`src/design/cwfe_pkg.sv`:
```
// ----------------------------------------------------------------------------
// cwfe_pkg
// Shared types and constants of the CAN window feature extractor.
// ----------------------------------------------------------------------------
package cwfe_pkg;

  localparam int ID_BITS        = 11;
  localparam int ID_TABLE_DEPTH = 2048;
  localparam int CFG_BITS       = 20;
  localparam int OUT_W          = 112;

  localparam logic [1:0] REG_FILL = 2'd0;
  localparam logic [1:0] REG_LOW  = 2'd1;
  localparam logic [1:0] REG_HIGH = 2'd2;

  localparam logic [19:0] FILL_RESET = 20'd10222;
  localparam logic [19:0] LOW_RESET  = 20'd4118;
  localparam logic [19:0] HIGH_RESET = 20'd778155;

  localparam logic [29:0] LN2_Q30   = 30'd744261118;
  localparam logic [9:0]  MS_PER_US = 10'd1000;
  localparam logic [15:0] NORM_ONE  = 16'hFFFF;

  // Q16 log2 of a constant, evaluated at elaboration
  function automatic logic [21:0] log2_q16_of(input logic [63:0] v);
    int          e;
    logic [63:0] m;
    logic [15:0] frac;
    e    = 0;
    frac = '0;
    for (int i = 0; i < 64; i++) begin
      if (v[i]) e = i;
    end
    if (e > 30) m = v >> (e - 30);
    else        m = v << (30 - e);
    for (int i = 0; i < 16; i++) begin
      m    = (m * m) >> 30;
      frac = frac << 1;
      if (m >= 64'h8000_0000) begin
        m       = m >> 1;
        frac[0] = 1'b1;
      end
    end
    return {e[5:0], frac};
  endfunction

  localparam logic [21:0] LOG2_BASE = log2_q16_of(64'd1000);

  typedef struct packed {
    logic               upd;
    logic               clr;
    logic               ins;
    logic [ID_BITS-1:0] id;
  } cell_ctrl_t;

  typedef struct packed {
    logic start;
    logic ack;
  } intv_ctrl_t;

endpackage

```
`src/design/cwfe_cell.sv`:
```
// ----------------------------------------------------------------------------
// cwfe_cell
// One slot of the window ID chain: holds an ID and its repeat count.
// ----------------------------------------------------------------------------
module cwfe_cell #(
  parameter int CW = 6
) (
  input  logic                         clk,
  input  logic                         rst_n,
  input  cwfe_pkg::cell_ctrl_t         ctrl,
  input  logic                         nb_valid,
  input  logic [cwfe_pkg::ID_BITS-1:0] nb_id,
  input  logic [CW-1:0]                nb_cnt,
  output logic                         valid,
  output logic [cwfe_pkg::ID_BITS-1:0] id,
  output logic [CW-1:0]                cnt,
  output logic                         match
);

  logic                         valid_r;
  logic [cwfe_pkg::ID_BITS-1:0] id_r;
  logic [CW-1:0]                cnt_r;

  assign match = valid_r && (id_r == ctrl.id);
  assign valid = valid_r;
  assign id    = id_r;
  assign cnt   = cnt_r;

  always_ff @(posedge clk) begin
    if (!rst_n) begin
      valid_r <= 1'b0;
    end else if (ctrl.upd) begin
      if (ctrl.clr)      valid_r <= 1'b0;
      else if (ctrl.ins) valid_r <= nb_valid;
    end
  end

  // shift from the neighbor on insert, bump the count on a hit
  always_ff @(posedge clk) begin
    if (ctrl.upd && !ctrl.clr) begin
      if (ctrl.ins) begin
        id_r  <= nb_id;
        cnt_r <= nb_cnt;
      end else if (match) begin
        cnt_r <= cnt_r + CW'(1);
      end
    end
  end

endmodule

```
`config.mk`:
```
export PLATFORM = sky130hd
export DESIGN_NAME = cwfe_cell
export DESIGN_NICKNAME = d
export VERILOG_FILES = /design/src/design/cwfe_pkg.sv /design/src/design/cwfe_cell.sv
export SDC_FILE = /design/constraint.sdc
export NUM_CORES = 1
export LEC_CHECK = 0
export ABC_AREA = 1
export BUFFER_PORTS_ARGS = -buffer_cell sky130_fd_sc_hd__buf_4
export CAP_MARGIN = 20
export CORE_MARGIN = 3
export CORE_UTILIZATION = 39
export DETAILED_ROUTE_END_ITERATION = 10
export HOLD_SLACK_MARGIN = 0.05
export PLACE_DENSITY = 0.72
export SETUP_SLACK_MARGIN = 0.15
export SLEW_MARGIN = 20
export SYNTH_ARGS = -nofsm -noshare
export SYNTH_HDL_FRONTEND = slang
export SYNTH_SLANG_ARGS = --single-unit
```
`constraint.sdc`:
```
create_clock -name clk -period 1.2 [get_ports clk]
set_input_delay 0.12 -clock clk [delete_from_list [all_inputs] [get_ports clk]]
set_output_delay 0.12 -clock clk [all_outputs]
set_load 0.02 [all_outputs]
```
After elaboration in Yosys (flattened, before gate mapping)
Cells that the tools add are included.
W data, S select, Z words.

word-level totals
  register bits = 18
  input bits = 34
  output and inout bits = 19
  logic and storage cells = 17

operators by class
  $add $sub $neg = 1
  equality and inequality tests = 1
  multiplexer cells = 4
  reduce and logical (&&, ||, !) cells = 8

operators with widths
  kind                   count
  $mux W6                2
  $eq A11 B11 Y1         1
  $add A6 B1 Y6 const B  1
  $reduce_and A2 Y1      3
  $reduce_bool A2 Y1     2
  $logic_and A1 B1 Y1    2
  $mux W1                2
  $logic_not A1 Y1       1

Longest topological paths before layout
  depth after elaboration = 4
  gate-level depth with buffers = 8
  depth with buffers taken out = 8

Least setup slack after synthesis
No wires, ideal clock.

  path type = reg-to-reg
  start point = register id_r (netlist bit id[4])
  end point = register cnt_r[0], in the netlist cnt[0], enable pin
  library setup time = 0.318 ns
  arrival = 1.102 ns
  required time = 0.882 ns
  setup slack = -0.220 ns
  stages on the path, launching flop included = 8
  buffers on the path = 0
  period minus slack after synthesis = 1.420 ns
  cell sequence = edfxtp_1 -> nand2_1 -> nand2_1 -> nor2_1 -> nand2_1 -> nor2_1 -> nand3_1 -> nand2_1

on the way
  longest elaborated chain between the ends = 4

RTL lines
  what                                 RTL line         RTL
  from (decl)                          cwfe_cell.sv:21  logic [cwfe_pkg::ID_BITS-1:0] id_r;
  from (signal assigned)               cwfe_cell.sv:42  id_r <= nb_id;
  $eq A11 B11 Y1                       cwfe_cell.sv:24  assign match = valid_r && (id_r == ctrl.id);
  $logic_and A1 B1 Y1                  cwfe_cell.sv:24
  $reduce_bool A2 Y1 (no source line)  n/a
  $reduce_and A2 Y1 (no source line)   n/a
  to (signal assigned)                 cwfe_cell.sv:43  cnt_r <= nb_cnt;
  to (signal assigned)                 cwfe_cell.sv:45  cnt_r <= cnt_r + CW'(1);
  to (decl)                            cwfe_cell.sv:22  logic [CW-1:0] cnt_r;

No other way between the ends.
A chain may end at the register's enable or synchronous reset.

Final worst setup path
  start point = register id_r (netlist bit id[6])
  end point = output port match

on the way
  longest elaborated chain between the ends = 2

RTL lines
  what                 RTL line         RTL
  $eq A11 B11 Y1       cwfe_cell.sv:24
  $logic_and A1 B1 Y1  cwfe_cell.sv:24
  to (decl)            cwfe_cell.sv:17  output logic match

No other way between the ends.

==> reports/qor.csv <==
metric,value,unit
Synthesis Warnings,0,
Worst Max-Slew Pin Slew,260,ps
final wirelength,3200,microns
# IOs,53,
drt via density,4.51,
Worst EP arrival,1490,ps
Die ar.,3080,sq um
Max Slew Vio Count,0,
die span in y,55.5,microns
syn nets,151,
Post-Syn Area,957,sq um
CTS tree,yes,
remaining antenna violation count,0,
Final nets,236,
CP Max Fanout,3,
Peak VDD IR,0.741,mV
first-pass GRT wire length,4670,microns
clock skew,2.86,ps
post-synth cell types,18,
DR pass1 iterations,4,
gr usage total,19.2,%
max_cap viols,0,
Placeable Area,2280,sq um
number of synthesized register bits,18,
headroom to the max-slew limit,82.7,%
post-synthesis area per instance,8.25,sq um
grt total ovfl,0,
setup violators final,12,
fmax,0.623,GHz
final hold vios,0,
Clock Latency Late Sink,300,ps
Leak,0.000918,uW
Internal,1110,uW
final period utilization,134,%
Critical Path End Type,output port,
Sequential Power Share,49.7,%
Port Buffers,52,
setup ws final,-406,ps
RSZ-0062 raised after global routing,true,
CP required,1080,ps
dpl hpwl,1990,microns
Clock Tree Buf Depth,2,
Synth area leaders,"edfxtp_1, nand2_1, inv_1, nor2_1, dfxtp_1",
post-DR wirelength/cell,14.0,microns
worst hold slack,76.6,ps
area share of the largest cell type after synthesis,53.3,%
Root Driver,clkbuf_4,
initial antenna violation count,0,
DRC Markers,0,
RePlAce Congestion,0.759,
clk slew on worst S/H paths,110,ps
Hold Crit Class,input port to register,
Switch Pwr,382,uW
post-synthesis sequential area ratio,55.4,%
n_diodes,0,
CTS H-tree depth,1,
kind of critical path,register to output port,
# rows,17,
CTS Buf Count,3,
status,finished with violations,
Die Wd,55.5,microns
layout cells sized above 1,44.0,%
Initial Util,42.1,%
pin count of the biggest net entering global routing,13,
Sw Ratio,25.6,%
CTS sink count,18,
Placement Setup Slack,-200,ps
clock period minus worst slack,1610,ps
initial DRC count,32,
Yosys top cell by area,edfxtp_1,
post-synthesis cell count,116,
Gate power share,24.0,%
failing checks,negative setup slack,
vias in the first global route,1064,
Clock power frac,26.2,%
routed vias,1028,
Power Dens Cells,814,nW/um^2
area delta synth->final,91.5,%
Fillers,139,
startpoint types,register,
==> worst paths after layout <==
| check | from | to | slack [ps] | cells past startpoint |
|---|---|---|---|---|
| setup / recovery | id[6] | match | -410 | 7 |
| hold / removal | nb_valid | valid | 80 | 3 |
| setup reg to reg | id[6] | cnt[0] | -360 | 8 |
| hold reg to reg | valid | valid | 520 | 2 |
==> power by group through the flow <==
stage | Clock (uW) | Sequential, uW | Combinational (uW)
5_1_grt | 414 | 746 | 389
4_1_cts | 382 | 740 | 329
2_1_floorplan | 0 | 781 | 77.8
3_5_place_dp | 0 | 753 | 272
6_report | 391 | 742 | 359
3_3_place_gp | 0 | 751 | 264
==> sequential cells by signal, indices dropped and copies added (netlist names) <==
name and count:
valid 1, cnt 6, id 11
==> per-layer routing <==
metal  track usage (%)  vias up  wire length [microns]
li1                  -      524                      -
met1              20.7      472                   1130
met2              38.5       30                   1940
met3              2.80        2                    120
met4              4.17        0                     10
met5                 0        -                      0
==> critical path, cell delays in order, from the launching register on <==
cell      delay [ps]
edfxtp_1         430
nor2_1           110
nor2_1            60
nor2_2           120
nand2_1           90
nor2_2           110
and2_2           160
buf_6            110
==> stage by stage <==
stage	utilization (%)	cell area [sq um]	TNS [ps]	power, uW	cells
after floorplan	-	973	-1160	859	116
after global placement	64.8	1470	-899	1010	204
after detailed placement	64.8	1470	-1340	1030	204
after CTS	76.8	1750	-2270	1450	225
after global routing	80.5	1830	-3700	1550	228
final	80.5	1830	-2930	1490	228
==> final cells by class <==
class                      count  area, sq um  area share [%]
multi-input combinational     73          388            21.2
clock buffer                   4         36.3            1.98
inverter                      24         90.1            4.91
timing repair buffer          81          753            41.1
sequential                    18          531            28.9
tap                           28         35.0            1.91
==> cells in the final DEF, fill, tap and decap left out <==
cell type and instances:
xnor2_1 1, nand3_2 2, a21oi_2 2, xor2_1 1
o21ai_0 1, buf_12 1, edfxtp_1 17, or2_4 1
clkbuf_8 1, buf_4 41, nand3_1 2, and2_2 1
dlygate4sd3_1 11, nand3_4 1, or2_0 1, buf_6 28
clkbuf_4 3, nand4_1 1, nor2_2 2, inv_1 23
a21oi_1 1, dfxtp_1 1, nand2_1 41, inv_2 1
ha_4 1, a21boi_1 1, o21ai_1 1, nand2_4 1
o21ai_2 2, nor2_1 9
==> Yosys cell counts <==
| cell | number |
|---|---|
| nand2_1 | 42 |
| inv_1 | 23 |
| edfxtp_1 | 17 |
| nor2_1 | 11 |
| o21ai_0 | 4 |
| a21oi_1 | 3 |
| nand3_1 | 3 |
| nand3_2 | 2 |
| or2_0 | 2 |
| a21boi_1 | 1 |
| and2_1 | 1 |
| buf_2 | 1 |
| dfxtp_1 | 1 |
| ha_1 | 1 |
| inv_2 | 1 |
| nand4_1 | 1 |
| xnor2_1 | 1 |
| xor2_1 | 1 |
==> cell families (layout without fill, tap and decap cells) <==
logic type                 Yosys count  after routing  share of synthesized area [%]
xor gates and xnor gates             2              2                           1.83
adders and majority gates            1              1                           1.31
buffers and inverters               25            109                           9.93
AOI/OAI and AO/OA                    8              8                           4.44
DFF                                 18             18                           55.4
and+or+nand+nor                     62             62                           27.1
==> repair_timing <==
action,4_1_cts,5_1_grt
setup endpoints to repair,24,29
resized for setup,22,18
setup buffers,6,3
pin swaps,7,4
endpoints found under the hold margin,11,0
hold buffers,11,0
Power figures use the tool's default switching activity.
