File: src/design/cwfe_pkg.sv
// ----------------------------------------------------------------------------
// cwfe_pkg
// Shared types and constants of the CAN window feature extractor.
// ----------------------------------------------------------------------------
package cwfe_pkg;

  localparam int ID_BITS        = 11;
  localparam int ID_TABLE_DEPTH = 2048;
  localparam int CFG_BITS       = 20;
  localparam int OUT_W          = 112;

  localparam logic [1:0] REG_FILL = 2'd0;
  localparam logic [1:0] REG_LOW  = 2'd1;
  localparam logic [1:0] REG_HIGH = 2'd2;

  localparam logic [19:0] FILL_RESET = 20'd10222;
  localparam logic [19:0] LOW_RESET  = 20'd4118;
  localparam logic [19:0] HIGH_RESET = 20'd778155;

  localparam logic [29:0] LN2_Q30   = 30'd744261118;
  localparam logic [9:0]  MS_PER_US = 10'd1000;
  localparam logic [15:0] NORM_ONE  = 16'hFFFF;

  // Q16 log2 of a constant, evaluated at elaboration
  function automatic logic [21:0] log2_q16_of(input logic [63:0] v);
    int          e;
    logic [63:0] m;
    logic [15:0] frac;
    e    = 0;
    frac = '0;
    for (int i = 0; i < 64; i++) begin
      if (v[i]) e = i;
    end
    if (e > 30) m = v >> (e - 30);
    else        m = v << (30 - e);
    for (int i = 0; i < 16; i++) begin
      m    = (m * m) >> 30;
      frac = frac << 1;
      if (m >= 64'h8000_0000) begin
        m       = m >> 1;
        frac[0] = 1'b1;
      end
    end
    return {e[5:0], frac};
  endfunction

  localparam logic [21:0] LOG2_BASE = log2_q16_of(64'd1000);

  typedef struct packed {
    logic               upd;
    logic               clr;
    logic               ins;
    logic [ID_BITS-1:0] id;
  } cell_ctrl_t;

  typedef struct packed {
    logic start;
    logic ack;
  } intv_ctrl_t;

endpackage

File: src/design/cwfe_interval.sv
// ----------------------------------------------------------------------------
// cwfe_interval
// Sequential ln(1+ms) and normalization of one interval to Q0.16.
// ----------------------------------------------------------------------------
module cwfe_interval #(
  parameter int TIME_BITS = 48
) (
  input  logic                 clk,
  input  logic                 rst_n,
  input  cwfe_pkg::intv_ctrl_t ctrl,
  input  logic [TIME_BITS-1:0] delta,
  input  logic [19:0]          low,
  input  logic [19:0]          high,
  output logic                 done,
  output logic [15:0]          norm
);

  localparam int EW = $clog2(TIME_BITS);
  localparam int LW = EW + 16;
  localparam int PW = LW + 30;
  localparam logic [3:0] ITER_LAST = 4'd15;

  typedef enum logic [2:0] {
    S_IDLE, S_NORM, S_SQ, S_SUB, S_MUL, S_CMP, S_DIV, S_DONE
  } state_t;

  state_t               state_r;
  logic [TIME_BITS-1:0] v_r;
  logic [EW-1:0]        e_r;
  logic [30:0]          m_r;
  logic [15:0]          frac_r;
  logic [3:0]           cnt_r;
  logic [LW-1:0]        d_r;
  logic [LW-1:0]        ln_r;
  logic [19:0]          rem_r;
  logic [15:0]          lo_r;
  logic [19:0]          den_r;
  logic [15:0]          q_r;
  logic [15:0]          norm_r;

  logic [61:0] sq;
  logic [31:0] sq_t;
  logic [LW-1:0] lval;
  logic [LW-1:0] lbase;
  logic [PW-1:0] prod;
  logic [LW-1:0] low_x;
  logic [LW-1:0] high_x;
  logic [19:0]   diff;
  logic [35:0]   num;
  logic [20:0]   rr;
  logic          ge;

  always_comb begin
    sq     = 62'(m_r) * 62'(m_r);
    sq_t   = sq[61:30];
    lval   = {e_r, frac_r};
    lbase  = LW'(cwfe_pkg::LOG2_BASE);
    prod   = PW'(d_r) * PW'(cwfe_pkg::LN2_Q30) + (PW'(1) << 29);
    low_x  = LW'(low);
    high_x = LW'(high);
    diff   = 20'(ln_r - low_x);
    num    = {diff, 16'b0} - {16'b0, diff};
    rr     = {rem_r, lo_r[15]};
    ge     = rr >= {1'b0, den_r};
  end

  assign done = (state_r == S_DONE);
  assign norm = norm_r;

  always_ff @(posedge clk) begin
    if (!rst_n) begin
      state_r <= S_IDLE;
    end else begin
      case (state_r)
        S_IDLE: begin
          if (ctrl.start) begin
            v_r     <= delta + TIME_BITS'(cwfe_pkg::MS_PER_US);
            e_r     <= EW'(TIME_BITS - 1);
            state_r <= S_NORM;
          end
        end
        S_NORM: begin
          // bring the leading one to the top, a byte or a bit at a time
          if (v_r[TIME_BITS-1]) begin
            m_r     <= v_r[TIME_BITS-1 -: 31];
            frac_r  <= '0;
            cnt_r   <= '0;
            state_r <= S_SQ;
          end else if (v_r[TIME_BITS-1 -: 8] == 8'd0) begin
            v_r <= v_r << 8;
            e_r <= e_r - EW'(8);
          end else begin
            v_r <= v_r << 1;
            e_r <= e_r - EW'(1);
          end
        end
        S_SQ: begin
          if (sq_t[31]) begin
            m_r    <= sq_t[31:1];
            frac_r <= {frac_r[14:0], 1'b1};
          end else begin
            m_r    <= sq_t[30:0];
            frac_r <= {frac_r[14:0], 1'b0};
          end
          cnt_r <= cnt_r + 4'd1;
          if (cnt_r == ITER_LAST) state_r <= S_SUB;
        end
        S_SUB: begin
          d_r     <= (lval > lbase) ? lval - lbase : '0;
          state_r <= S_MUL;
        end
        S_MUL: begin
          ln_r    <= prod[PW-1:30];
          state_r <= S_CMP;
        end
        S_CMP: begin
          if (ln_r <= low_x) begin
            norm_r  <= '0;
            state_r <= S_DONE;
          end else if (high <= low || ln_r >= high_x) begin
            norm_r  <= cwfe_pkg::NORM_ONE;
            state_r <= S_DONE;
          end else begin
            rem_r   <= num[35:16];
            lo_r    <= num[15:0];
            den_r   <= high - low;
            cnt_r   <= '0;
            state_r <= S_DIV;
          end
        end
        S_DIV: begin
          rem_r <= ge ? 20'(rr - {1'b0, den_r}) : rr[19:0];
          lo_r  <= lo_r << 1;
          q_r   <= {q_r[14:0], ge};
          cnt_r <= cnt_r + 4'd1;
          if (cnt_r == ITER_LAST) begin
            norm_r  <= {q_r[14:0], ge};
            state_r <= S_DONE;
          end
        end
        S_DONE: begin
          if (ctrl.ack) state_r <= S_IDLE;
        end
        default: state_r <= S_IDLE;
      endcase
    end
  end

endmodule

File: config.mk
export PLATFORM = sky130hd
export DESIGN_NAME = cwfe_interval
export DESIGN_NICKNAME = d
export VERILOG_FILES = /design/src/design/cwfe_pkg.sv /design/src/design/cwfe_interval.sv
export SDC_FILE = /design/constraint.sdc
export NUM_CORES = 2
export LEC_CHECK = 0
export ABC_CLOCK_PERIOD_IN_PS = 18680
export BUFFER_PORTS_ARGS = -buffer_cell sky130_fd_sc_hd__buf_4
export CAP_MARGIN = 25
export CORE_ASPECT_RATIO = 0.9
export CORE_UTILIZATION = 60
export DETAILED_ROUTE_END_ITERATION = 10
export GPL_TIMING_DRIVEN = 1
export PLACE_DENSITY_LB_ADDON = 0.15
export RECOVER_POWER = 50
export SKIP_CTS_REPAIR_TIMING = 1
export SYNTH_ARGS = -nofsm -noshare
export SYNTH_HDL_FRONTEND = slang
export SYNTH_SLANG_ARGS = --single-unit
File: constraint.sdc
create_clock -name clk -period 18.68 [get_ports clk]
set_input_delay 3.736 -clock clk [delete_from_list [all_inputs] [get_ports clk]]
set_output_delay 3.736 -clock clk [all_outputs]
set_load 0.02 [all_outputs]
# == After elaboration in Yosys (flattened, before gate mapping) ==
# Index checks and enable logic that the tools add are counted.
# totals
regBits,239
in_bits,92
output_inout_bits,17
word_cells,106
# op_classes
addsub,10
mul,2
magnitude_cmp,5
n_eq_ne,17
n_mux,37
bitwise_logic,2
n_reduce_logical,19
# ops
cell,count
$mux W48,3
$mux W16,6
$pmux W16 S2,3
$pmux W48 S2,1
$mul A31 B31 Y62,1
$mux W31,2
$pmux W31 S2,1
$mux W20,3
$sub A20 B20 Y20,3
$add A52 B30 Y52 const B,1
$mul A22 B29 Y51 const B,1
$add A48 B10 Y48 const B,1
$pmux W20 S2,1
$sub A36 B20 Y36,1
$pmux W3 S8,1
$ge A22 B20 Y1,1
$gt A22 B20 Y1 const B,1
$le A22 B20 Y1,1
$sub A22 B20 Y22 const B,1
$ge A21 B20 Y1,1
$le A20 B20 Y1,1
$mux W6,3
$ne A2 B2 Y1 const B,8
$reduce_and A4 Y1,4
23 further kinds,42

# == Longest topological paths before layout ==
# logic_depth
ltp_word,5
mapped_depth,33
depth_no_buf,30

# == Least setup slack after synthesis ==
# Ideal clock, no wire load.
# synth_path
path_type,input-to-reg
startpoint,in low[0]
endpoint,"reg lo_r[0], enable pin"
setup_time_ns,0.441
arrival_time_ns,8.180
required_ns,18.239
path_slack_ns,10.059
stages,15
path_buffers,0
path_cell_list,ha_1 > inv_1 > fa_1 > a21o_1 > a21oi_2 > o21bai_1 > a2111o_1 > a2111oi_4 > o31ai_1 > nand2_1 > a2111oi_0 > o31ai_1 > nor4b_1 > nand3_1 > a21oi_1
# synth_via
elab_chain_cells,4
word_cells_on_any_way,6
classes_between,order compare: 2; eq/ne: 2; reduce/logical: 2
# synth_rtl
item,line,source
start: declaration,cwfe_interval.sv:12,"input logic [19:0] low,"
$le A20 B20 Y1,cwfe_interval.sv:120,end else if (high <= low || ln_r >= high_x) begin
$logic_or A1 B1 Y1,cwfe_interval.sv:120,
$ne A2 B2 Y1 (no source line),n/a,
$reduce_and A4 Y1 (no source line) (*),n/a,
end signal: assignment,cwfe_interval.sv:125,lo_r <= num[15:0];
end signal: assignment,cwfe_interval.sv:133,lo_r <= lo_r << 1;
end: declaration,cwfe_interval.sv:36,logic [15:0] lo_r;
# Mark *: on every way between the ends. The rest lies on a longest branch, timed or not.
# A chain may end at the register's enable or synchronous reset.

# == Worst setup path after layout ==
# layout_path
startpoint,reg m_r[19]
endpoint,reg m_r[25] (data pin)
# layout_via
elab_chain_cells,3
# layout_rtl
item,line,source
start: declaration,cwfe_interval.sv:30,logic [30:0] m_r;
start signal: assignment,cwfe_interval.sv:85,m_r <= v_r[TIME_BITS-1 -: 31];
start signal: assignment,cwfe_interval.sv:99,m_r <= sq_t[31:1];
start signal: assignment,cwfe_interval.sv:102,m_r <= sq_t[30:0];
$mul A31 B31 Y62,cwfe_interval.sv:54,sq = 62'(m_r) * 62'(m_r);
$mux W31,cwfe_interval.sv:98,if (sq_t[31]) begin
$pmux W31 S2,cwfe_interval.sv:74,case (state_r)
# No other way between the ends.

==> reports/qor.yml <==
status: "complete, but fails checks"
violations: "max-capacitance violations, max-slew violations"
synth_nets: 6961
cp_max_fo: 28
yosysTopAreaCell: "fa_1"
hp-start: "q_r[4]"
startpoint_type: "register"
antenna_found_initial: 5
clkTransAtPathRegs_ns: 0.06
utilization_pct: 64.4
grt_max_degree: 55
cts_inserted_buffers: 26
drcViolationCount: 0
tritoncts: "built"
grtUsageTotal_pct: 31.4
postRouteWirelength_mm: 131
dr.pass1.iters: 6
final_cells: 6503
tightestPinTransition_ns: 3.17
worstSkewPairLatency_ns: 0.59
tns_ns: 0
fmax_ghz: 0.103
first_global_vias: 38800
min_period_ns: 9.68
crit_type: "register to register"
required_ns: 19.07
cp_slowest_cell: "a211oi_1"
synth_area_sq_um: 51600
slew_headroom_pct: -111
final_layout_size_suffix_gt1_share_pct: 4.36
synth-edff-count: 236
dieArea_sq_um: 87100
rsz0062_at_grt: "no"
synth-main-ff-cell: "edfxtp_1"
die_width_um: 311
clock-sinks: 239
ys_top_cells_by_count: "inv_1 (1,306), fa_1 (971), ha_1 (595), nand2_1 (422), edfxtp_1 (236)"
gp_congestion: 0.969
synth.distinct_cells: 84
fin_nets: 7007
finalSetupViolCount: 0
worstRegToRegCells: 28
ff2ff_setup_slack_ns: 9.00
cpPeakStageDelay_ns: 0.81
holdPathStages: 0
cp_common_cell: "fa_1"
grt_pass1_wl_mm: 212
ys_ff_latch: 239
clockBufferDepth: 3
hold_class: "register to register"
io_buffers: 108
vias_per_cell: 5.59
area_growth_pct: 5.79
finalHoldViolations: 0
synthTopCellsByArea: "fa_1 (38%), ha_1 (14%), edfxtp_1 (14%)"
synth_fa_ha_area_share_pct: 52.1
synthSimpleGateAreaFrac_pct: 11.0
synth_top_area_share_pct: 37.7
num_vias: 36300
initial_utilization_pct: 60.9
synth_compound_area_share_pct: 7.66
cp-end-kind: "register"
fill_cells: 7026
cts-root-buf: "clkbuf_16"
synth_xor_area_share_pct: 3.80
yosysWarnings: 0
r2r-end: "m_r[25]"
arrival_ns: 10.06
synth_area_per_cell_sq_um: 9.72
die_h_um: 280
hold_end: "q_r[5]"
post-route-period-util_pct: 51.8
drt_iter0_markers: 2737
drv_cap: 7
worstReg2RegStart: "m_r[19]"
postSynth.asyncResetShare_pct: 0
hpwl_mm: 108
synth_cells: 5303
yosysSeqAreaShare_pct: 13.9
grt-ovfl-total: 0
skew_ns: 0.0347
ioPinCount: 109
yosysMostFrequentCell: "inv_1"
seq_area_sq_um: 7150
dp_cells: 6453
wl_per_cell_um: 20.1
num_rows: 101
h-tree-depth: 1
synth_top_family_by_area: "adder cells"
fp.coreArea_sq_um: 84700
ant_nets: 0
synth_mux_area_share_pct: 0.961
final_max_slew_viol_count: 280
multi_input_area_sq_um: 39000
==> state kept, by name (all words and copies together), names as in the netlist, 16 cells and up <==
name	count
d_r	22
den_r	20
frac_r	16
ln_r	22
lo_r	16
m_r	31
norm	16
rem_r	20
v_r	48
==> cells in the final DEF (no fill, tap or decap), drive strengths merged, types with 41 or more instances in the layout <==
cell and n:
buf 144, nand2 423, mux2i 45, inv 1308, o21ai 109, nor2 222
ha 595, nor3 41, a21o 102, nand4 45, edfxtp 236, a21oi 158
xnor2 113, and2 199, xor2 110, nand3 81, clkbuf 46, fa 971
==> worst max-delay path by stage <==
stage | from | endpoint | slack, ns | cells past startpoint
after floorplan | low[0] | lo_r[0] | 10.06 | 15
after global placement | m_r[4] | m_r[27] | 8.28 | 27
after detailed placement | m_r[4] | m_r[21] | 9.21 | 27
after CTS | m_r[4] | m_r[27] | 9.19 | 27
after global routing | m_r[14] | m_r[11] | 8.55 | 29
final | m_r[19] | m_r[25] | 9.00 | 28
==> through the flow <==
| stage | setup WS (ns) | hold slack, ns | area, sq um |
|---|---|---|---|
| finish | 9.00 | 0.454 | 54600 |
| global route | 8.55 | 0.461 | 54600 |
| CTS | 9.19 | 0.454 | 54600 |
| detailed placement | 9.21 | 0.437 | 53700 |
| global placement | 8.28 | 0.429 | 53700 |
| floorplan | 10.06 | 0.427 | 51600 |
==> per-layer routing <==
| metal | part of all wire [%] | track usage, % | vias to the layer above |
|---|---|---|---|
| met5 | 0.19 | 2.00 | - |
| met1 | 44 | 44.7 | 18100 |
| met2 | 45 | 48.5 | 1305 |
| li1 | - | - | 16700 |
| met4 | 2.3 | 7.05 | 6 |
| met3 | 9.0 | 7.76 | 202 |
==> kinds of logic after synthesis <==
kind of cell,Yosys count
buffers and inverters,1458
xor gates and xnor gates,223
AOI/OAI and AO/OA,602
and+or+nand+nor,1166
muxes,49
adders and majority gates,1566
DFF,239
==> worst max-delay path, delay by kind of cell (launching register included) <==
kind / cells / cell delay (ns)
AOI/OAI and AO/OA: 8 / 2.38
xor gates and xnor gates: 1 / 0.15
adders and majority gates: 9 / 4.17
buffers and inverters: 6 / 1.50
DFF: 1 / 0.32
and+or+nand+nor: 4 / 0.93
==> cell type report <==
class	count	area share (%)
inverter	1312	9.03
antenna	3	0.0138
timing repair buffer	164	2.12
tap	1133	2.60
clock inverter	20	0.475
clock buffer	26	1.19
sequential	239	13.1
multi-input combinational	3606	71.5
Power is not shown: default switching activity piles up to over one toggle a cycle in this logic, so the estimate is an artifact.
